File: config.mk
export PLATFORM = sky130hd
export DESIGN_NAME = go_back_n_arq_window_top
export DESIGN_NICKNAME = d
export VERILOG_FILES = /design/src/rtl/gbn_arq_pkg.sv /design/src/rtl/gbn_arq_front.sv /design/src/rtl/gbn_arq_queue.sv /design/src/rtl/gbn_arq_back.sv /design/src/rtl/go_back_n_arq_window_top.sv
export SDC_FILE = /design/constraint.sdc
export NUM_CORES = 1
export LEC_CHECK = 0
export BUFFER_PORTS_ARGS = -buffer_cell sky130_fd_sc_hd__buf_2
export CORE_MARGIN = 3
export CORE_UTILIZATION = 55
export DETAILED_ROUTE_END_ITERATION = 10
export MAX_ROUTING_LAYER = met4
export PLACE_DENSITY = 0.72
export REMOVE_ABC_BUFFERS = 1
export SYNTH_ARGS = -nofsm -noshare
export SYNTH_HDL_FRONTEND = slang
export SYNTH_SLANG_ARGS = --single-unit
export TNS_END_PERCENT = 50
File: constraint.sdc
create_clock -name clk -period 8 [get_ports clk]
set_clock_uncertainty 0.1 [all_clocks]
set_input_delay 0.4 -clock clk [delete_from_list [all_inputs] [get_ports clk]]
set_output_delay 0.4 -clock clk [all_outputs]
set_load 0.02 [all_outputs]
File: src/rtl/gbn_arq_pkg.sv
// ----------------------------------------------------------------------------
// gbn_arq_pkg
// Shared types and constants of the go-back-N window block: channel payloads,
// command and result codes, the internal operation and status records.
// ----------------------------------------------------------------------------
`default_nettype none

package gbn_arq_pkg;

  localparam int MAX_SEQ     = 7;
  localparam int SEQ_MOD     = MAX_SEQ + 1;
  localparam int SEQ_W       = $clog2(SEQ_MOD);
  localparam int PAYLOAD_W   = 16;
  localparam int CMD_W       = 2;
  localparam int KIND_W      = 2;
  localparam int TIMEOUT_W   = 16;
  localparam int QUEUE_DEPTH = 2;
  localparam int OP_W        = 2;

  localparam logic [TIMEOUT_W-1:0] TIMEOUT_RESET = 16'd150;

  // Input commands
  localparam logic [CMD_W-1:0] CMD_TICK   = 2'd0;
  localparam logic [CMD_W-1:0] CMD_SEND   = 2'd1;
  localparam logic [CMD_W-1:0] CMD_ARRIVE = 2'd2;

  // Result kinds
  localparam logic [KIND_W-1:0] KIND_SENT    = 2'd0;
  localparam logic [KIND_W-1:0] KIND_REFUSED = 2'd1;
  localparam logic [KIND_W-1:0] KIND_ARRIVAL = 2'd2;
  localparam logic [KIND_W-1:0] KIND_RESENT  = 2'd3;

  // Operations handed from front to back
  localparam logic [OP_W-1:0] OP_TICK   = 2'd0;
  localparam logic [OP_W-1:0] OP_SEND   = 2'd1;
  localparam logic [OP_W-1:0] OP_ARRIVE = 2'd2;

  typedef struct packed {
    logic [CMD_W-1:0]     cmd;
    logic [PAYLOAD_W-1:0] payload_id;
    logic [SEQ_W-1:0]     rx_seq;
    logic [SEQ_W-1:0]     rx_ack;
  } in_item_t;

  typedef struct packed {
    logic [KIND_W-1:0]    kind;
    logic [SEQ_W-1:0]     tx_seq;
    logic [SEQ_W-1:0]     tx_ack;
    logic [PAYLOAD_W-1:0] tx_payload;
    logic                 delivered;
    logic [SEQ_W-1:0]     outstanding;
    logic                 last;
  } out_item_t;

  typedef struct packed {
    logic [OP_W-1:0]      op;
    logic [PAYLOAD_W-1:0] payload;
    logic [SEQ_W-1:0]     seq;
    logic [SEQ_W-1:0]     ack;
  } op_t;

  typedef struct packed {
    logic             busy;
    logic [SEQ_W-1:0] count;
    logic [SEQ_W-1:0] oldest;
    logic [SEQ_W-1:0] next;
  } status_t;

endpackage

`default_nettype wire

File: src/rtl/gbn_arq_front.sv
// ----------------------------------------------------------------------------
// gbn_arq_front
// Input side: accept requests while the queue has room, decode the command
// and drop unknown commands.
// ----------------------------------------------------------------------------
`default_nettype none

module gbn_arq_front
  import gbn_arq_pkg::*;
(
  input  wire logic     push,
  input  wire in_item_t in_item,
  output logic          full,
  input  wire logic     q_full,
  output logic          q_push,
  output op_t           q_op
);

  logic known;

  always_comb begin
    known     = 1'b1;
    q_op.op   = OP_TICK;
    unique case (in_item.cmd)
      CMD_TICK:   q_op.op = OP_TICK;
      CMD_SEND:   q_op.op = OP_SEND;
      CMD_ARRIVE: q_op.op = OP_ARRIVE;
      default:    known   = 1'b0;
    endcase
    q_op.payload = in_item.payload_id;
    q_op.seq     = in_item.rx_seq;
    q_op.ack     = in_item.rx_ack;
  end

  // Take an unknown command and drop it.
  assign full   = q_full;
  assign q_push = push && !q_full && known;

endmodule

`default_nettype wire

File: src/rtl/gbn_arq_queue.sv
// ----------------------------------------------------------------------------
// gbn_arq_queue
// Short operation queue between front and back.
// ----------------------------------------------------------------------------
`default_nettype none

module gbn_arq_queue
  import gbn_arq_pkg::*;
(
  input  wire logic clk,
  input  wire logic rst_n,
  input  wire logic q_push,
  input  wire op_t  q_op,
  output logic      q_full,
  output logic      q_empty,
  input  wire logic q_pop,
  output op_t       q_head
);

  localparam int PtrW = (QUEUE_DEPTH > 1) ? $clog2(QUEUE_DEPTH) : 1;
  localparam int CntW = $clog2(QUEUE_DEPTH + 1);

  op_t            entry_r [QUEUE_DEPTH];
  logic [PtrW-1:0] wr_ptr_r, wr_ptr_nxt;
  logic [PtrW-1:0] rd_ptr_r, rd_ptr_nxt;
  logic [CntW-1:0] cnt_r, cnt_nxt;
  logic            do_push, do_pop;

  assign q_full  = (cnt_r == CntW'(QUEUE_DEPTH));
  assign q_empty = (cnt_r == '0);
  assign q_head  = entry_r[rd_ptr_r];
  assign do_push = q_push && !q_full;
  assign do_pop  = q_pop && !q_empty;

  always_comb begin
    wr_ptr_nxt = wr_ptr_r;
    rd_ptr_nxt = rd_ptr_r;
    cnt_nxt    = cnt_r;
    if (do_push) begin
      wr_ptr_nxt = (wr_ptr_r == PtrW'(QUEUE_DEPTH - 1)) ? '0 : wr_ptr_r + PtrW'(1);
    end
    if (do_pop) begin
      rd_ptr_nxt = (rd_ptr_r == PtrW'(QUEUE_DEPTH - 1)) ? '0 : rd_ptr_r + PtrW'(1);
    end
    if (do_push && !do_pop) begin
      cnt_nxt = cnt_r + CntW'(1);
    end else if (do_pop && !do_push) begin
      cnt_nxt = cnt_r - CntW'(1);
    end
  end

  always_ff @(posedge clk) begin
    if (!rst_n) begin
      wr_ptr_r <= '0;
      rd_ptr_r <= '0;
      cnt_r    <= '0;
    end else begin
      wr_ptr_r <= wr_ptr_nxt;
      rd_ptr_r <= rd_ptr_nxt;
      cnt_r    <= cnt_nxt;
    end
  end

  always_ff @(posedge clk) begin
    if (do_push) begin
      entry_r[wr_ptr_r] <= q_op;
    end
  end

endmodule

`default_nettype wire

File: src/rtl/gbn_arq_back.sv
// ----------------------------------------------------------------------------
// gbn_arq_back
// Window engine: holds sequence state, timers and payload handles, runs one
// operation at a time and feeds the one-deep result register.
// ----------------------------------------------------------------------------
`default_nettype none

module gbn_arq_back
  import gbn_arq_pkg::*;
#(
  parameter int TIMER_BITS = 16
) (
  input  wire logic                 clk,
  input  wire logic                 rst_n,
  input  wire logic                 cfg_we,
  input  wire logic [TIMEOUT_W-1:0] cfg_data,
  input  wire logic                 q_empty,
  input  wire op_t                  q_head,
  output logic                      q_pop,
  output logic                      empty,
  input  wire logic                 pop,
  output out_item_t                 out_item,
  output status_t                   status
);

  localparam int CmpW = (TIMER_BITS > TIMEOUT_W) ? TIMER_BITS : TIMEOUT_W;

  logic [TIMEOUT_W-1:0]  timeout_r;
  logic [SEQ_W-1:0]      oldest_r, oldest_nxt;
  logic [SEQ_W-1:0]      next_r, next_nxt;
  logic [SEQ_W-1:0]      expected_r, expected_nxt;
  logic [SEQ_W-1:0]      count_r, count_nxt;
  logic                  running_r [SEQ_MOD];
  logic                  running_nxt [SEQ_MOD];
  logic [TIMER_BITS-1:0] elapsed_r [SEQ_MOD];
  logic [TIMER_BITS-1:0] elapsed_nxt [SEQ_MOD];
  logic [PAYLOAD_W-1:0]  pay_r [SEQ_MOD];
  logic                  busy_r, busy_nxt;
  logic [SEQ_W-1:0]      rt_seq_r, rt_seq_nxt;
  logic [SEQ_W-1:0]      rt_left_r, rt_left_nxt;
  logic                  out_valid_r, out_valid_nxt;
  out_item_t             out_item_r;

  logic                  can_emit, emit;
  out_item_t             emit_item;
  logic                  pay_we;
  logic [CmpW-1:0]       to_ext;
  logic [TIMER_BITS-1:0] limit;
  logic [SEQ_W-1:0]      ack_tx;

  assign to_ext   = CmpW'(timeout_r);
  assign limit    = (to_ext < CmpW'({TIMER_BITS{1'b1}})) ? TIMER_BITS'(to_ext)
                                                         : {TIMER_BITS{1'b1}};
  assign ack_tx   = expected_r - SEQ_W'(1);
  assign can_emit = !out_valid_r || pop;

  always_comb begin
    logic                  expired;
    logic                  hit;
    logic [SEQ_W-1:0]      span;
    logic [SEQ_W-1:0]      off;
    logic [TIMER_BITS-1:0] bumped;

    expired = 1'b0;
    span    = q_head.ack - oldest_r;
    hit     = (count_r != '0) && (span < count_r);
    off     = '0;
    bumped  = '0;

    oldest_nxt   = oldest_r;
    next_nxt     = next_r;
    expected_nxt = expected_r;
    count_nxt    = count_r;
    busy_nxt     = busy_r;
    rt_seq_nxt   = rt_seq_r;
    rt_left_nxt  = rt_left_r;
    for (int i = 0; i < SEQ_MOD; i++) begin
      running_nxt[i] = running_r[i];
      elapsed_nxt[i] = elapsed_r[i];
    end
    q_pop     = 1'b0;
    emit      = 1'b0;
    pay_we    = 1'b0;
    emit_item = '0;

    if (busy_r) begin
      // Resend the window one frame per cycle while the result register can take it, oldest first.
      if (can_emit) begin
        emit                 = 1'b1;
        emit_item.kind       = KIND_RESENT;
        emit_item.tx_seq     = rt_seq_r;
        emit_item.tx_ack     = ack_tx;
        emit_item.tx_payload = pay_r[rt_seq_r];
        emit_item.outstanding = count_r;
        emit_item.last       = (rt_left_r == SEQ_W'(1));
        rt_seq_nxt           = rt_seq_r + SEQ_W'(1);
        rt_left_nxt          = rt_left_r - SEQ_W'(1);
        if (rt_left_r == SEQ_W'(1)) begin
          busy_nxt = 1'b0;
        end
      end
    end else if (!q_empty) begin
      unique case (q_head.op)
        OP_SEND: begin
          if (can_emit) begin
            q_pop = 1'b1;
            emit  = 1'b1;
            if (count_r == SEQ_W'(MAX_SEQ)) begin
              emit_item.kind        = KIND_REFUSED;
              emit_item.outstanding = count_r;
              emit_item.last        = 1'b1;
            end else begin
              pay_we                 = 1'b1;
              running_nxt[next_r]    = 1'b1;
              elapsed_nxt[next_r]    = '0;
              count_nxt              = count_r + SEQ_W'(1);
              next_nxt               = next_r + SEQ_W'(1);
              emit_item.kind         = KIND_SENT;
              emit_item.tx_seq       = next_r;
              emit_item.tx_ack       = ack_tx;
              emit_item.tx_payload   = q_head.payload;
              emit_item.outstanding  = count_r + SEQ_W'(1);
              emit_item.last         = 1'b1;
            end
          end
        end
        OP_ARRIVE: begin
          if (can_emit) begin
            q_pop = 1'b1;
            emit  = 1'b1;
            if (q_head.seq == expected_r) begin
              expected_nxt = expected_r + SEQ_W'(1);
            end
            // When the ack lies in the window, release everything from the oldest up to the acked number.
            for (int i = 0; i < SEQ_MOD; i++) begin
              off = SEQ_W'(i) - oldest_r;
              if (hit && (off <= span)) begin
                running_nxt[i] = 1'b0;
                elapsed_nxt[i] = '0;
              end
            end
            if (hit) begin
              oldest_nxt = q_head.ack + SEQ_W'(1);
              count_nxt  = count_r - span - SEQ_W'(1);
            end
            emit_item.kind        = KIND_ARRIVAL;
            emit_item.delivered   = (q_head.seq == expected_r);
            emit_item.outstanding = hit ? (count_r - span - SEQ_W'(1)) : count_r;
            emit_item.last        = 1'b1;
          end
        end
        OP_TICK: begin
          q_pop = 1'b1;
          for (int i = 0; i < SEQ_MOD; i++) begin
            if (running_r[i]) begin
              bumped = (elapsed_r[i] < limit) ? elapsed_r[i] + TIMER_BITS'(1)
                                              : elapsed_r[i];
              elapsed_nxt[i] = bumped;
              if (bumped >= limit) begin
                expired = 1'b1;
              end
            end
          end
          // On timeout restart every running timer and go back to the oldest.
          if (expired && (count_r != '0)) begin
            busy_nxt    = 1'b1;
            rt_seq_nxt  = oldest_r;
            rt_left_nxt = count_r;
            for (int i = 0; i < SEQ_MOD; i++) begin
              if (running_r[i]) begin
                elapsed_nxt[i] = '0;
              end
            end
          end
        end
        default: q_pop = 1'b1;
      endcase
    end
  end

  always_comb begin
    out_valid_nxt = out_valid_r;
    if (emit) begin
      out_valid_nxt = 1'b1;
    end else if (pop) begin
      out_valid_nxt = 1'b0;
    end
  end

  always_ff @(posedge clk) begin
    if (!rst_n) begin
      timeout_r   <= TIMEOUT_RESET;
      oldest_r    <= '0;
      next_r      <= '0;
      expected_r  <= '0;
      count_r     <= '0;
      busy_r      <= 1'b0;
      rt_seq_r    <= '0;
      rt_left_r   <= '0;
      out_valid_r <= 1'b0;
      for (int i = 0; i < SEQ_MOD; i++) begin
        running_r[i] <= 1'b0;
        elapsed_r[i] <= '0;
      end
    end else begin
      if (cfg_we) begin
        timeout_r <= cfg_data;
      end
      oldest_r    <= oldest_nxt;
      next_r      <= next_nxt;
      expected_r  <= expected_nxt;
      count_r     <= count_nxt;
      busy_r      <= busy_nxt;
      rt_seq_r    <= rt_seq_nxt;
      rt_left_r   <= rt_left_nxt;
      out_valid_r <= out_valid_nxt;
      for (int i = 0; i < SEQ_MOD; i++) begin
        running_r[i] <= running_nxt[i];
        elapsed_r[i] <= elapsed_nxt[i];
      end
    end
  end

  always_ff @(posedge clk) begin
    if (emit) begin
      out_item_r <= emit_item;
    end
    if (pay_we) begin
      pay_r[next_r] <= q_head.payload;
    end
  end

  assign empty         = !out_valid_r;
  assign out_item      = out_item_r;
  assign status.busy   = busy_r;
  assign status.count  = count_r;
  assign status.oldest = oldest_r;
  assign status.next   = next_r;

endmodule

`default_nettype wire

File: src/rtl/go_back_n_arq_window_top.sv
// ----------------------------------------------------------------------------
// go_back_n_arq_window_top
// Go-back-N sender/receiver window with piggybacked acks and tick timers.
// ----------------------------------------------------------------------------
// The block takes commands through a queue-style input (push/full) and hands
// results out through a queue-style output (empty/pop). A send request gives
// one result: the new frame, or a refusal while seven frames are outstanding.
// A frame arrival gives one arrival report and releases every frame up to the
// piggybacked ack when that ack lies in the window. A tick ages the running
// timers; a tick that hits the timeout gives one result per outstanding frame,
// resent from the oldest, with last set on the final one, and a quiet tick or
// an unknown command gives nothing. The front accepts one request per cycle,
// while the queue has room, into a two-entry operation queue, so the input
// keeps moving while a result waits. The back engine runs one operation at a
// time; a tick that times out then resends the outstanding frames one by one
// through the single result register and takes no new operation until done.
// The timeout register (cfg_we/cfg_data) resets to 150 ticks and is
// clamped to the largest value a TIMER_BITS counter holds; write it only
// while the block is idle.
// ----------------------------------------------------------------------------
`default_nettype none

module go_back_n_arq_window_top
  import gbn_arq_pkg::*;
#(
  parameter int TIMER_BITS = 16
) (
  input  wire logic                 clk,
  input  wire logic                 rst_n,
  input  wire logic                 push,
  input  wire in_item_t             in_item,
  output logic                      full,
  output logic                      empty,
  input  wire logic                 pop,
  output out_item_t                 out_item,
  input  wire logic                 cfg_we,
  input  wire logic [TIMEOUT_W-1:0] cfg_data
);

  logic    q_push, q_full, q_empty, q_pop;
  op_t     q_op, q_head;
  status_t status;

  // Decode and drop unknown commands.
  gbn_arq_front u_front (
    .push    (push),
    .in_item (in_item),
    .full    (full),
    .q_full  (q_full),
    .q_push  (q_push),
    .q_op    (q_op)
  );

  // Hold requests while resending or while sends and arrivals wait on the result register.
  gbn_arq_queue u_queue (
    .clk     (clk),
    .rst_n   (rst_n),
    .q_push  (q_push),
    .q_op    (q_op),
    .q_full  (q_full),
    .q_empty (q_empty),
    .q_pop   (q_pop),
    .q_head  (q_head)
  );

  // Run the window and drive the result register.
  gbn_arq_back #(
    .TIMER_BITS (TIMER_BITS)
  ) u_back (
    .clk      (clk),
    .rst_n    (rst_n),
    .cfg_we   (cfg_we),
    .cfg_data (cfg_data),
    .q_empty  (q_empty),
    .q_head   (q_head),
    .q_pop    (q_pop),
    .empty    (empty),
    .pop      (pop),
    .out_item (out_item),
    .status   (status)
  );

  // The window always spans exactly the outstanding frames.
  a_window_span: assert property (@(posedge clk) disable iff (!rst_n)
    status.next == status.oldest + status.count)
    else $error("window span does not match outstanding count");

  // A resend burst only runs with frames outstanding.
  a_busy_count: assert property (@(posedge clk) disable iff (!rst_n)
    status.busy |-> (status.count != '0))
    else $error("resend running with an empty window");

  // A refusal reports a full window.
  a_refused_full: assert property (@(posedge clk) disable iff (!rst_n)
    (!empty && (out_item.kind == KIND_REFUSED)) |->
      (out_item.outstanding == SEQ_W'(MAX_SEQ)))
    else $error("send refused with room in the window");

  // An arrival report is always the only result of its request.
  a_report_last: assert property (@(posedge clk) disable iff (!rst_n)
    (!empty && (out_item.kind == KIND_ARRIVAL)) |-> out_item.last)
    else $error("arrival report without last");

endmodule

`default_nettype wire

==> results.json <==
{
  "numCtsBuffers": 44,
  "slowest_delay_ps": 470,
  "ys_top_cells_by_count": "ha_1, edfxtp_1, dfxtp_1, nand2_1, nor2_1",
  "netlist_area_um2": 23930,
  "internal-power_mw": 3.842,
  "design_area_um2": 26990,
  "setup_viol": 0,
  "initial_core_util": 0.5642,
  "numPortBuffers": 75,
  "p_sw_frac": 0.3113,
  "remaining_drc_errors": 0,
  "vias": 19434,
  "yosys.cell_types.count": 88,
  "synth_area_leaders": "edfxtp_1, dfxtp_1, ha_1, mux4_2, xnor2_1",
  "period_share": 0.9142,
  "r2r-start": "u_back.timeout_r[5]",
  "drv_slew": 0,
  "seq_area_frac_synth": 0.4082,
  "cts_tree": "done",
  "worst-slew-pin-transition_ps": 1201,
  "p_per_area_nw_per_um2": 206.7,
  "clockPowerShare": 0.366,
  "hold_class": "in2reg",
  "reg2reg_slack_ps": 690,
  "status": "completed",
  "whs_path_depth": 3,
  "areaGrowthSynthToFinish_pct": 12.79,
  "setup_tns_ps": 0,
  "yosysTopAreaCell": "edfxtp_1",
  "path_class": "reg2reg",
  "io_pins": 76,
  "die_w_um": 214.6,
  "antenna_found_initial": 0,
  "grt_setup_unrepaired": "false",
  "placed_area_um2": 25140,
  "die_y_um": 214.6,
  "critical_path.slowest_cell": "o41ai_4",
  "clock_path_buffers": 3,
  "core_area_um2": 42420,
  "drt_iter0_markers": 2133,
  "yosysTopAreaCellShare": 0.2585,
  "gp_congestion": 1.014,
  "relSlewSlack": 0.1910,
  "p_sw_mw": 1.737,
  "nNetsFinal": 2733,
  "clk_latency_ps": 590,
  "grt_pass1_vias": 19187,
  "finalCriticalPeriod_ps": 7314,
  "grt_use_total": 0.3007,
  "htreeDepth": 2,
  "first_pass_iters": 6,
  "synth-edff-count": 206,
  "ys_ff_latch": 385,
  "finalWirelength_um": 68260,
  "fmaxAchievable_mhz": 136.7,
  "ys.warnings.count": 0,
  "dieArea_um2": 46050,
  "cts_root_buf": "clkbuf_16",
  "path_max_fanout": 93,
  "p_seq_frac": 0.424,
  "fin_ws_ps": 686.4,
  "critPathLaunchType": "flop",
  "cts_setup_buffers": 0,
  "r2r_end": "u_back.elapsed_r[1][48]",
  "power.leakage_nw": 10.64,
  "p_comb_frac": 0.210,
  "pre_cts_slack_ps": 533.6,
  "hold_viol": 0,
  "grt_first_pass_wirelength_um": 107200,
  "syn_avg_cell_area_um2": 10.41,
  "grt_overflow_total": 0,
  "async_flop_share": 0,
  "hold_end": "u_back.timeout_r[11]",
  "antenna_cells": 0,
  "worst-endpoint-required_ps": 8380,
  "nFillCells": 3388,
  "wl_per_cell_um": 22.52,
  "synth_ff_type": "edfxtp_1",
  "cap_violations": 0,
  "rows": 75,
  "cp.arrival_ps": 7700,
  "cts.sinks": 385,
  "ant_nets": 0,
  "min-delay-start": "cfg_data[11]",
  "grt_max_degree": 94,
  "peakVddDrop_uv": 167.6,
  "routed_via_density": 6.412,
  "hpwl_um": 48850,
  "clk_pin_slew_ps": 60,
  "r2r_cells": 24,
  "path_cells": "inv_1, buf_4, ha_1, a21oi_1, o211ai_1, a211oi_1, o21a_1, and4_1, nand2_1, nor3_1, and3_1, xor2_1, ha_1, a21oi_1, o22ai_1, nor3_1, o31ai_1, or4_1, nor4_1, nand4_1, o41ai_4, buf_12, nor2_1, o41ai_1",
  "synthMostInstantiatedCell": "ha_1",
  "synthCells": 2299,
  "endpoint_kind": "flop",
  "drive_gt1_frac": 0.1182
}
## power groups by stage
| stage | clock network (mW) | logic, mW | registers, mW |
|---|---|---|---|
| floorplan | 0 | 0.631 | 2.47 |
| global placement | 0 | 1.09 | 2.40 |
| detailed placement | 0 | 1.13 | 2.41 |
| CTS | 2.07 | 1.15 | 2.36 |
| global route | 2.15 | 1.27 | 2.38 |
| finish | 2.04 | 1.17 | 2.37 |
## registers in the layout, summed over array words and instances (netlist names), 8 cells and up, named ones only
register,count
u_back.elapsed_r,128
u_back.timeout_r,16
u_back.out_item,29
u_back.running_r,8
u_queue.entry_r,48
u_back.pay_r,128
## placed cells by master, fill, tap and decap left out, types with 11 or more instances in the layout
cell type / instances
a211oi_1: 16
a21o_1: 26
a21oi_1: 118
a22o_1: 32
a31oi_1: 35
a32o_1: 41
a41oi_1: 14
and2_1: 13
and3_1: 41
and4_1: 14
buf_2: 75
buf_4: 60
clkbuf_1: 12
clkbuf_16: 44
dfxtp_1: 178
dlygate4sd3_1: 37
edfxtp_1: 206
ha_1: 268
inv_1: 91
mux2_2: 24
mux2i_1: 54
mux4_2: 32
nand2_1: 150
nand2b_1: 31
nand3_1: 89
nand3b_1: 11
nand4_1: 41
nor2_1: 140
nor2b_1: 18
nor3_1: 30
nor4_1: 11
o2111ai_1: 13
o211ai_1: 33
o21a_1: 21
o21ai_0: 86
o2bb2ai_1: 17
o31ai_1: 11
xnor2_1: 78
xor2_1: 57
## per-stage QoR
stage | hold WS [ps] | instances | util | total power [mW]
global placement | 372.7 | 2912 | 0.5926 | 3.493
CTS | 14.63 | 3031 | 0.6363 | 5.584
floorplan | 360.4 | 2199 | - | 3.096
global route | 35.01 | 3031 | 0.6364 | 5.800
detailed placement | 386.6 | 2912 | 0.5926 | 3.536
finish | 27.32 | 3031 | 0.6364 | 5.579
## how the worst max path moves through the flow
stage,start,to,slack [ps],cells after the start
6_report,u_back.timeout_r[5],u_back.elapsed_r[1][48],690,24
4_1_cts,u_back.timeout_r[6],u_back.elapsed_r[0][54],510,23
5_1_grt,u_back.timeout_r[7],u_back.elapsed_r[1][48],140,23
3_5_place_dp,u_back.timeout_r[6],u_back.elapsed_r[0][62],530,23
2_1_floorplan,u_back.timeout_r[5],u_back.elapsed_r[0][42],-1380,22
3_3_place_gp,u_back.timeout_r[6],u_back.elapsed_r[0][53],730,23
## cell families (layout without fill, tap and decap cells)
| logic type | count (synthesis) | count (layout) | share of synthesized area |
|---|---|---|---|
| AND/OR/NAND/NOR | 645 | 645 | 0.1375 |
| AO/OA/AOI/OAI | 558 | 558 | 0.1665 |
| flip-flops | 385 | 385 | 0.4082 |
| adder cells (fa/ha/maj) | 272 | 272 | 0.1426 |
| buffers and inverters | 194 | 349 | 0.03184 |
| XOR/XNOR | 135 | 135 | 0.04941 |
| multiplexers | 110 | 110 | 0.06399 |
## critical path: cells and delay by family, from the launching register on
family	cells	cell delay (ps)
buf+inv	3	1100
xor+xnor	1	220
fa+ha+maj	2	560
compound gates	9	2200
simple gates	9	2690
flops	1	320
## metal layers
metal	global-route usage	part of all wire	vias to the layer above
met4	0.1038	0.036	0
li1	-	-	9046
met1	0.4058	0.44	9429
met2	0.4636	0.45	797
met3	0.04860	0.076	162
met5	-	0	-
## area by class of cell
type                    instances  area (um2)  share of cell area
clock buffers                  64        1256             0.04654
multi-input cells            1720       13450              0.4983
repair buffers                173        1216             0.04505
inverters                      94       352.8             0.01307
well taps                     577       721.9             0.02675
flip-flops and latches        385        9771              0.3620
clock inverters                18       225.2            0.008343
## timing repair
action / 4_1_cts / 5_1_grt
endpoints found under the hold margin: 60 / 0
hold buffers: 37 / 0
endpoints found under the setup margin: 0 / 12
gates resized for setup: 0 / 1
No activity file was read; power rests on OpenSTA's default activity.
